===== config.mk =====
export PLATFORM = sky130hd
export DESIGN_NAME = i2c_register_access_master_top
export DESIGN_NICKNAME = d
export VERILOG_FILES = /design/src/hdl/irm_pkg.sv /design/src/hdl/i2c_register_access_master_top.sv
export SDC_FILE = /design/constraint.sdc
export NUM_CORES = 1
export LEC_CHECK = 0
export BUFFER_PORTS_ARGS = -buffer_cell sky130_fd_sc_hd__buf_2
export CAP_MARGIN = 20
export CELL_PAD_IN_SITES_DETAIL_PLACEMENT = 0
export CELL_PAD_IN_SITES_GLOBAL_PLACEMENT = 2
export CORE_AREA = 2 2 143 145
export CTS_CLUSTER_DIAMETER = 80
export DETAILED_ROUTE_END_ITERATION = 10
export DIE_AREA = 0 0 145 147
export GPL_TIMING_DRIVEN = 1
export PLACE_DENSITY = 0.89
export SYNTH_ARGS = -nofsm -noshare
export SYNTH_HDL_FRONTEND = slang
export SYNTH_SLANG_ARGS = --single-unit
export TNS_END_PERCENT = 20

===== constraint.sdc =====
create_clock -name clock -period 6.2 [get_ports clock]
set_clock_uncertainty 0.2 [all_clocks]
set_input_delay 1.24 -clock clock [delete_from_list [all_inputs] [get_ports clock]]
set_output_delay 1.24 -clock clock [all_outputs]
set_load 0.1 [all_outputs]

===== src/hdl/irm_pkg.sv =====
// types and constants for the i2c register access master
// no dependencies
package irm_pkg;

   localparam int MAX_BURST_DEFAULT = 16;
   localparam logic [15:0] PHASE_TICKS_RESET = 16'd5;
   localparam logic [7:0] DEV_WRITE_MASK = 8'hFE;
   localparam logic [7:0] DEV_READ_BIT = 8'h01;
   localparam logic CSR_PHASE_TICKS = 1'b0;

   typedef enum logic [4:0] {
      PH_IDLE    = 5'd0,
      PH_S_SETUP = 5'd1,
      PH_S_HOLD  = 5'd2,
      PH_S_LOW   = 5'd3,
      PH_DEV_LO  = 5'd4,
      PH_DEV_HI  = 5'd5,
      PH_DEV_AL  = 5'd6,
      PH_DEV_AH  = 5'd7,
      PH_REG_LO  = 5'd8,
      PH_REG_HI  = 5'd9,
      PH_REG_AL  = 5'd10,
      PH_REG_AH  = 5'd11,
      PH_WD_LO   = 5'd12,
      PH_WD_HI   = 5'd13,
      PH_WD_AL   = 5'd14,
      PH_WD_AH   = 5'd15,
      PH_RS_REL  = 5'd16,
      PH_RS_HIGH = 5'd17,
      PH_RS_HOLD = 5'd18,
      PH_RS_LOW  = 5'd19,
      PH_RDEV_LO = 5'd20,
      PH_RDEV_HI = 5'd21,
      PH_RDEV_AL = 5'd22,
      PH_RDEV_AH = 5'd23,
      PH_RD_LO   = 5'd24,
      PH_RD_HI   = 5'd25,
      PH_MACK_LO = 5'd26,
      PH_MACK_HI = 5'd27,
      PH_P_LOW   = 5'd28,
      PH_P_HIGH  = 5'd29,
      PH_P_END   = 5'd30
   } phase_type;

   typedef struct packed {
      logic       scl_level;
      logic       sda_release;
      logic       busy_res;
      logic [7:0] read_data;
      logic       read_valid;
      logic       write_data_taken;
      logic       ack_missing;
      logic       done_res;
   } rsp_type;

endpackage


===== src/hdl/i2c_register_access_master_top.sv =====
// i2c register access master: one item per tick, bus sequencer with phase timer
// the result of an item is registered in the output register, or in the skid stage while rsp is stalled
// throughput: one item per cycle while the skid stage is empty, output register plus skid stage
// the phase timer and sequencer advance once per accepted item, setting bus timing
// reset (synchronous): sequencer idle, state cleared, phase_ticks 5, rsp empty
// depends on irm_pkg
module i2c_register_access_master_top
   import irm_pkg::*;
#(
   parameter int MAX_BURST = MAX_BURST_DEFAULT
) (
   input  logic        clock,
   input  logic        reset,
   input  logic        req_valid,
   output logic        req_ready,
   input  logic        req_sda_in,
   input  logic        req_start_req,
   input  logic        req_operation,
   input  logic [7:0]  req_device_address,
   input  logic [7:0]  req_register_address,
   input  logic [4:0]  req_byte_count,
   input  logic [7:0]  req_write_data,
   output logic        rsp_valid,
   input  logic        rsp_ready,
   output logic        rsp_scl_level,
   output logic        rsp_sda_release,
   output logic        rsp_busy_res,
   output logic [7:0]  rsp_read_data,
   output logic        rsp_read_valid,
   output logic        rsp_write_data_taken,
   output logic        rsp_ack_missing,
   output logic        rsp_done_res,
   input  logic        csr_psel,
   input  logic        csr_penable,
   input  logic        csr_pwrite,
   input  logic [2:0]  csr_paddr,
   input  logic [31:0] csr_pwdata,
   output logic [31:0] csr_prdata,
   output logic        csr_pready
);

   localparam int BLW = $clog2(MAX_BURST + 1);

   logic [15:0]    phase_ticks_ff;
   phase_type      phase_ff, phase_in;
   logic [3:0]     bit_ff, bit_in;
   logic [BLW-1:0] left_ff, left_in, left_dec, left_start;
   logic [7:0]     shift_ff, shift_in;
   logic [15:0]    timer_ff, timer_in;
   logic [7:0]     dev_ff, dev_in;
   logic [7:0]     reg_ff, reg_in;
   logic           op_ff, op_in;
   logic           nack_ff, nack_in;
   logic [7:0]     last_ff, last_in;
   logic           rvalid, taken, done;
   logic [15:0]    ticks;
   logic           accept;
   rsp_type        result;
   rsp_type        out_ff, skid_ff;
   logic           out_valid_ff, skid_valid_ff;

   // configuration port
   assign csr_pready = 1'b1;
   assign csr_prdata = (csr_paddr[2] == CSR_PHASE_TICKS) ? {16'd0, phase_ticks_ff} : 32'd0;

   always_ff @(posedge clock) begin
      if (reset) begin
         phase_ticks_ff <= PHASE_TICKS_RESET;
      end else if (csr_psel && csr_penable && csr_pwrite && csr_paddr[2] == CSR_PHASE_TICKS) begin
         phase_ticks_ff <= csr_pwdata[15:0];
      end
   end

   assign ticks = (phase_ticks_ff == 16'd0) ? 16'd1 : phase_ticks_ff;
   assign left_dec = (left_ff != '0) ? left_ff - BLW'(1) : left_ff;

   always_comb begin
      if (req_byte_count == 5'd0) begin
         left_start = BLW'(1);
      end else if (32'(req_byte_count) > MAX_BURST) begin
         left_start = BLW'(MAX_BURST);
      end else begin
         left_start = BLW'(req_byte_count);
      end
   end

   // next state of the sequencer
   always_comb begin
      phase_in = phase_ff;
      bit_in   = bit_ff;
      left_in  = left_ff;
      shift_in = shift_ff;
      timer_in = timer_ff;
      dev_in   = dev_ff;
      reg_in   = reg_ff;
      op_in    = op_ff;
      nack_in  = nack_ff;
      last_in  = last_ff;
      rvalid   = 1'b0;
      taken    = 1'b0;
      done     = 1'b0;
      if (phase_ff == PH_IDLE) begin
         if (req_start_req) begin
            op_in    = req_operation;
            dev_in   = req_device_address;
            reg_in   = req_register_address;
            left_in  = left_start;
            nack_in  = 1'b0;
            bit_in   = 4'd0;
            shift_in = 8'd0;
            timer_in = 16'd0;
            phase_in = PH_S_SETUP;
         end
      end else if ({1'b0, timer_ff} + 17'd1 < {1'b0, ticks}) begin
         timer_in = timer_ff + 16'd1;
      end else begin
         timer_in = 16'd0;
         unique case (phase_ff)
            PH_DEV_LO, PH_REG_LO, PH_WD_LO, PH_RDEV_LO,
            PH_DEV_AL, PH_REG_AL, PH_WD_AL, PH_RDEV_AL: begin
               phase_in = phase_type'(phase_ff + 5'd1);
            end
            PH_DEV_HI, PH_REG_HI, PH_WD_HI, PH_RDEV_HI: begin
               shift_in = {shift_ff[6:0], 1'b0};
               bit_in   = bit_ff + 4'd1;
               phase_in = (bit_in >= 4'd8) ? phase_type'(phase_ff + 5'd1)
                                           : phase_type'(phase_ff - 5'd1);
            end
            PH_DEV_AH: begin
               if (req_sda_in) nack_in = 1'b1;
               phase_in = PH_REG_LO;
               shift_in = reg_ff;
               bit_in   = 4'd0;
            end
            PH_REG_AH: begin
               if (req_sda_in) nack_in = 1'b1;
               if (!op_ff) begin
                  phase_in = PH_WD_LO;
                  shift_in = req_write_data;
                  bit_in   = 4'd0;
                  taken    = 1'b1;
               end else begin
                  phase_in = PH_RS_REL;
               end
            end
            PH_WD_AH: begin
               if (req_sda_in) nack_in = 1'b1;
               left_in = left_dec;
               if (left_dec != '0) begin
                  phase_in = PH_WD_LO;
                  shift_in = req_write_data;
                  bit_in   = 4'd0;
                  taken    = 1'b1;
               end else begin
                  phase_in = PH_P_LOW;
               end
            end
            PH_RDEV_AH: begin
               if (req_sda_in) nack_in = 1'b1;
               phase_in = PH_RD_LO;
               shift_in = 8'd0;
               bit_in   = 4'd0;
            end
            PH_S_SETUP: phase_in = PH_S_HOLD;
            PH_S_HOLD:  phase_in = PH_S_LOW;
            PH_S_LOW: begin
               phase_in = PH_DEV_LO;
               shift_in = dev_ff & DEV_WRITE_MASK;
               bit_in   = 4'd0;
            end
            PH_RS_REL:  phase_in = PH_RS_HIGH;
            PH_RS_HIGH: phase_in = PH_RS_HOLD;
            PH_RS_HOLD: phase_in = PH_RS_LOW;
            PH_RS_LOW: begin
               phase_in = PH_RDEV_LO;
               shift_in = dev_ff | DEV_READ_BIT;
               bit_in   = 4'd0;
            end
            PH_RD_LO: phase_in = PH_RD_HI;
            PH_RD_HI: begin
               shift_in = {shift_ff[6:0], req_sda_in};
               bit_in   = bit_ff + 4'd1;
               if (bit_in >= 4'd8) begin
                  last_in  = shift_in;
                  rvalid   = 1'b1;
                  left_in  = left_dec;
                  phase_in = PH_MACK_LO;
               end else begin
                  phase_in = PH_RD_LO;
               end
            end
            PH_MACK_LO: phase_in = PH_MACK_HI;
            PH_MACK_HI: begin
               if (left_ff != '0) begin
                  phase_in = PH_RD_LO;
                  shift_in = 8'd0;
                  bit_in   = 4'd0;
               end else begin
                  phase_in = PH_P_LOW;
               end
            end
            PH_P_LOW:  phase_in = PH_P_HIGH;
            PH_P_HIGH: phase_in = PH_P_END;
            PH_P_END: begin
               phase_in = PH_IDLE;
               done     = 1'b1;
            end
            default: phase_in = PH_IDLE;
         endcase
      end
   end

   // bus levels and result for the phase being entered (phase_in)
   always_comb begin
      result.scl_level   = 1'b1;
      result.sda_release = 1'b1;
      unique case (phase_in)
         PH_DEV_LO, PH_REG_LO, PH_WD_LO, PH_RDEV_LO: begin
            result.scl_level   = 1'b0;
            result.sda_release = shift_in[7];
         end
         PH_DEV_HI, PH_REG_HI, PH_WD_HI, PH_RDEV_HI: begin
            result.scl_level   = 1'b1;
            result.sda_release = shift_in[7];
         end
         PH_DEV_AL, PH_REG_AL, PH_WD_AL, PH_RDEV_AL, PH_RS_REL, PH_RD_LO: begin
            result.scl_level   = 1'b0;
            result.sda_release = 1'b1;
         end
         PH_S_HOLD, PH_RS_HOLD, PH_P_HIGH: begin
            result.scl_level   = 1'b1;
            result.sda_release = 1'b0;
         end
         PH_S_LOW, PH_RS_LOW, PH_P_LOW: begin
            result.scl_level   = 1'b0;
            result.sda_release = 1'b0;
         end
         PH_MACK_LO: begin
            result.scl_level   = 1'b0;
            result.sda_release = (left_in == '0);
         end
         PH_MACK_HI: begin
            result.scl_level   = 1'b1;
            result.sda_release = (left_in == '0);
         end
         default: begin
            result.scl_level   = 1'b1;
            result.sda_release = 1'b1;
         end
      endcase
      result.busy_res         = (phase_in != PH_IDLE);
      result.read_data        = last_in;
      result.read_valid       = rvalid;
      result.write_data_taken = taken;
      result.ack_missing      = nack_in;
      result.done_res         = done;
   end

   assign req_ready = !skid_valid_ff;
   assign accept    = req_valid && req_ready;

   always_ff @(posedge clock) begin
      if (reset) begin
         phase_ff <= PH_IDLE;
         bit_ff   <= 4'd0;
         left_ff  <= '0;
         shift_ff <= 8'd0;
         timer_ff <= 16'd0;
         dev_ff   <= 8'd0;
         reg_ff   <= 8'd0;
         op_ff    <= 1'b0;
         nack_ff  <= 1'b0;
         last_ff  <= 8'd0;
      end else if (accept) begin
         phase_ff <= phase_in;
         bit_ff   <= bit_in;
         left_ff  <= left_in;
         shift_ff <= shift_in;
         timer_ff <= timer_in;
         dev_ff   <= dev_in;
         reg_ff   <= reg_in;
         op_ff    <= op_in;
         nack_ff  <= nack_in;
         last_ff  <= last_in;
      end
   end

   // output register with skid stage
   always_ff @(posedge clock) begin
      if (reset) begin
         out_valid_ff  <= 1'b0;
         skid_valid_ff <= 1'b0;
      end else if (!out_valid_ff || rsp_ready) begin
         if (skid_valid_ff) begin
            out_valid_ff  <= 1'b1;
            skid_valid_ff <= 1'b0;
         end else begin
            out_valid_ff <= accept;
         end
      end else if (accept) begin
         skid_valid_ff <= 1'b1;
      end
   end

   always_ff @(posedge clock) begin
      if (!out_valid_ff || rsp_ready) begin
         out_ff <= skid_valid_ff ? skid_ff : result;
      end else if (accept) begin
         skid_ff <= result;
      end
   end

   assign rsp_valid            = out_valid_ff;
   assign rsp_scl_level        = out_ff.scl_level;
   assign rsp_sda_release      = out_ff.sda_release;
   assign rsp_busy_res         = out_ff.busy_res;
   assign rsp_read_data        = out_ff.read_data;
   assign rsp_read_valid       = out_ff.read_valid;
   assign rsp_write_data_taken = out_ff.write_data_taken;
   assign rsp_ack_missing      = out_ff.ack_missing;
   assign rsp_done_res         = out_ff.done_res;

endmodule


### Yosys cells after proc, flatten, opt, wreduce, memory -nomap -nowiden

Index checks and enable logic that the tools add are counted.

* register bits after elaboration: 112
* bits of input ports: 74

* add/sub/neg operators: 6
* magnitude comparators: 3
* equality and inequality tests: 57
* multiplexer cells: 60
* bitwise logic cells: 2
* reduce and logical (&&, ||, !) cells: 32

Operators by type and width (count)
* $eq A5 B5 Y1 const B: 26
* $pmux W5 S19: 1
* $mux W16: 5
* $mux W8: 10
* $pmux W8 S9: 1
* $eq A5 B4 Y1 const B: 14
* $mux W5: 13
* $eq A5 B3 Y1 const B: 7
* $mux W4: 6
* $eq A5 B2 Y1 const B: 4
* $pmux W4 S5: 1
* $reduce_or A4 Y1: 5
* $add A16 B1 Y17 const B: 1
* $lt A17 B16 Y1: 1
* $mux W1: 17
* $add A16 B1 Y16 const B: 1
* $logic_not A16 Y1: 1
* $logic_not A5 Y1: 3
* $mux W15: 1
* $reduce_bool A5 Y1: 3
* $pmux W2 S7: 1
* $reduce_and A7 Y1: 2
* $pmux W5 S2: 1
* $reduce_bool A10 Y1: 1
* 23 further kinds: 34

### Logic depth before layout (Yosys ltp)

* depth after elaboration: 11
* depth in mapped cells: 20

### Least setup slack after synthesis

OpenSTA, ideal clock, no wires.

* path kind: register -> register
* from: register timer_ff[0]
* to: register out_ff (netlist bit rsp_busy_res) (data pin)
* setup time: 0.261 ns
* arrival: 3.867 ns
* required time: 5.739 ns
* slack: 1.871 ns
* stages on the path, launching flop included: 20
* buffers on the path: 3
* period minus slack after synthesis: 4.329 ns
* cell sequence: dfxtp_1 > nand3_1 > nor2_1 > and3_1 > clkbuf_1 > nand3_1 > nor2_1 > nand3_1 > xnor2_1 > ha_1 > nand3_1 > or3_1 > o21bai_1 > o211ai_2 > buf_2 > buf_4 > nand2_1 > o31ai_1 > nand2_1 > mux2_2

RTL lines
* start, declared: RTL line i2c_register_access_master_top.sv:49 `logic [15:0] timer_ff, timer_in;`
* start signal, assigned: RTL line i2c_register_access_master_top.sv:279 `timer_ff <= timer_in;`
* end signal, assigned: RTL line i2c_register_access_master_top.sv:307 `out_ff <= skid_valid_ff ? skid_ff : result;`
* end, declared: RTL line i2c_register_access_master_top.sv:59 `rsp_type out_ff, skid_ff;`

==> impl_results.md <==
- Status: completed
- Core area: between 15000 and 20000 sq um
- Initial antenna violation count: 0
- Synth Register Bits: 111
- Cell row count: 52
- Filler cells: between 2000 and 2500
- Max Slew Vio Count: 0
- Fmax: 192.7 MHz
- PD cells: 243.3 nW/um^2
- Worst min-delay path startpoint: dev_ff[3]
- Via count: between 5000 and 6000
- Prevailing post-synth register cell: dfxtp_1
- CTS sink cnt: around 110
- Gate Count Post-Synth: 755
- Io pins: 124
- Post-synthesis sequential area ratio: around two fifths
- R2r setup slk: a little over 1 ns
- Total CTS buffers: 9
- Die ar.: 21320 sq um
- Global-route wire length before repair: ~27000 um
- Max cap viols: 0
- CP arrival: roughly 5 ns
- Number of I/O port buffers: 87
- Clock Latency Late Sink: 0.36 ns
- Final period util: 83.69%
- Tightest Pin Transition: 0.9010 ns
- Unrepaired setup endpoints after global routing: false
- R2R depth: 16
- Synthesis Warnings: 0
- Reg clk slew, reported paths: 0.07 ns
- DP HPWL: 12170 um
- Worst Setup SP: timer_ff[0]
- Cell leakage power: approximately 2.9 nW
- Routed len/inst: 15.47 um
- Initial Util: between 30% and 40%
- Root buffer cell: clkbuf_16
- FF-to-FF Start: timer_ff[0]
- Remaining DRCs: 0
- Hold Fails Final Rpt: 0
- Tmin final: around 5.2 ns
- Max VDD drop: 0.1503 mV
- CTS H-tree lvls: 3
- Hold Crit Class: reg2reg
- Largest net degree at the start of global routing: 82
- Slew margin rel.: 39.94%
- R2r endpoint: rsp_busy_res
- Worst-path fanout max: 10
- CTS tree: built
- Async S/R FF share, synth: 0%
- Setup violators final: 0
- Storage element area: 2522 sq um
- Final GP Congestion: 0.8691
- Syn Std Cell Area: 6380 sq um
- Post-cts hold buffer count: 0
- Vias in the first global route: about 5100
- Post-CTS Setup Bufs: 0
- Post-Route WL: roughly 17000 um
- Multi-input gate area: approximately 3500 sq um
- Overflow after GRT: 0
- Die width: 145 um
- DRT iter0 DRCs: 328
- CP Capture Point: rsp_busy_res
- Placed insts: 1076
- Final Instance Area: 7261 sq um
- CP startpoint kind: flip-flop
- Crit path kind: reg2reg
- Vias per cell: 5.099
- Layout cells sized above 1: a little under a fifth
- Global Route Usage Sum: between 10% and 20%
- Critical path required time: 6.11 ns
- Critical path endpoint category: flip-flop
- Nets: 915
- Post-Layout Cell Count: 1093
- EDFF count, synth: 30
- Initial DRT Pass Iterations: 5
- Ant diodes: 0
- Longest Clk Path Bufs: 2
- Routed Antenna Nets: 0
- DP Area: approximately 7000 sq um
- Area Overhead vs Synth: 13.81%
- Mean Syn Cell Area: 8.450 sq um
- Die height: between 100 and 150 um
- Synth unique cells: between 80 and 90
- Setup TNS: 0 ns
- Layout Utilization: 36.59%
- Resized cells post-CTS: 0
## cells in the mapped netlist, types with 7 or more instances
library cell / instances / area share (%)
nor2_1: 99 / 5.8
nand2_1: 98 / 5.8
dfxtp_1: 81 / 25
a21oi_1: 72 / 5.6
inv_1: 33 / 1.9
clkbuf_1: 30 / 1.8
edfxtp_1: 30 / 14
a22oi_1: 25 / 2.9
ha_1: 23 / 4.5
nor3_1: 22 / 1.7
mux2_2: 21 / 3.7
buf_4: 19 / 2.2
nand3_1: 17 / 1.3
o21ai_0: 15 / 1.2
a211oi_1: 12 / 1.4
xnor2_1: 9 / 1.2
a221o_1: 8 / 1.3
xor2_1: 8 / 1.1
buf_2: 7 / 0.55
## where the power goes
group / internal (mW) / switching (mW) / total [mW]
Clock: 0.315 / 0.283 / 0.599
Combinational: 0.0946 / 0.276 / 0.371
Sequential: 0.775 / 0.0217 / 0.797
## stage by stage
step	hold slack, ns	setup slack, ns	power, mW
final	0.2568	1.011	1.766
after floorplan	0.2360	1.871	1.110
after global placement	0.2432	1.054	1.182
after global routing	0.2705	0.5086	1.840
after CTS	0.2582	0.9587	1.782
after detailed placement	0.2477	1.028	1.183
## worst max-delay path, stage by stage, from the launching register on
cell,delay (ns)
dfxtp_1,0.46
nand3_1,0.16
nor2_1,0.18
and3_1,0.28
nand3_1,0.19
nor2_1,0.30
nand3_1,0.14
xnor2_1,0.16
ha_1,0.30
nand3_1,0.11
or3_1,0.43
o211ai_2,0.50
mux2i_1,0.21
a21oi_1,0.57
nor4b_1,0.30
nand2_1,0.13
mux2_2,0.30
## flip-flops by register name, summed over array words and instances (netlist names), 4 cells and up
name	cells
phase_ticks_ff	16
timer_ff	16
skid_ff	15
last_ff	8
reg_ff	8
rsp_read_data	8
shift_ff	8
dev_ff	7
left_ff	5
phase_ff	5
bit_ff	4
## layout by cell type, fill, tap and decap left out, types with 21 or more instances in the layout
master     n
ha_1      23
mux2_2    21
a21oi_1   72
nor3_1    22
dfxtp_1   81
inv_1     33
nand2_1   98
a22oi_1   25
edfxtp_1  30
buf_2     87
nor2_1    99
## final cells by class
type,count,area share [%]
clock inverter,7,0.9823
tap,270,4.653
timing repair buffer,97,7.031
sequential,111,34.74
clock buffer,9,3.102
multi-input combinational,565,47.73
inverter,34,1.758
## metal layers
metal  GRT usage (%)  share of wire [%]
met1           23.10                 50
met2           23.83                 45
met3           1.863                3.4
met4           6.634                1.7
met5               0                  0
## cells by family after synthesis
logic type | synth area share [%]
AO/OA/AOI/OAI | 19.91
other | 0.1177
XOR/XNOR | 2.334
buffers and inverters | 7.021
adder cells (fa/ha/maj) | 4.511
multiplexers | 4.177
flip-flops | 39.54
AND/OR/NAND/NOR | 22.40
## worst min path at each step
| stage | slack [ns] | to | depth (start not counted) |
|---|---|---|---|
| 6_report | 0.26 | dev_ff[3] | 2 |
| 5_1_grt | 0.27 | dev_ff[5] | 2 |
| 4_1_cts | 0.26 | dev_ff[2] | 2 |
| 3_3_place_gp | 0.24 | dev_ff[2] | 2 |
| 3_5_place_dp | 0.25 | dev_ff[2] | 2 |
| 2_1_floorplan | 0.24 | reg_ff[1] | 2 |
Power figures use the tool's default switching activity.
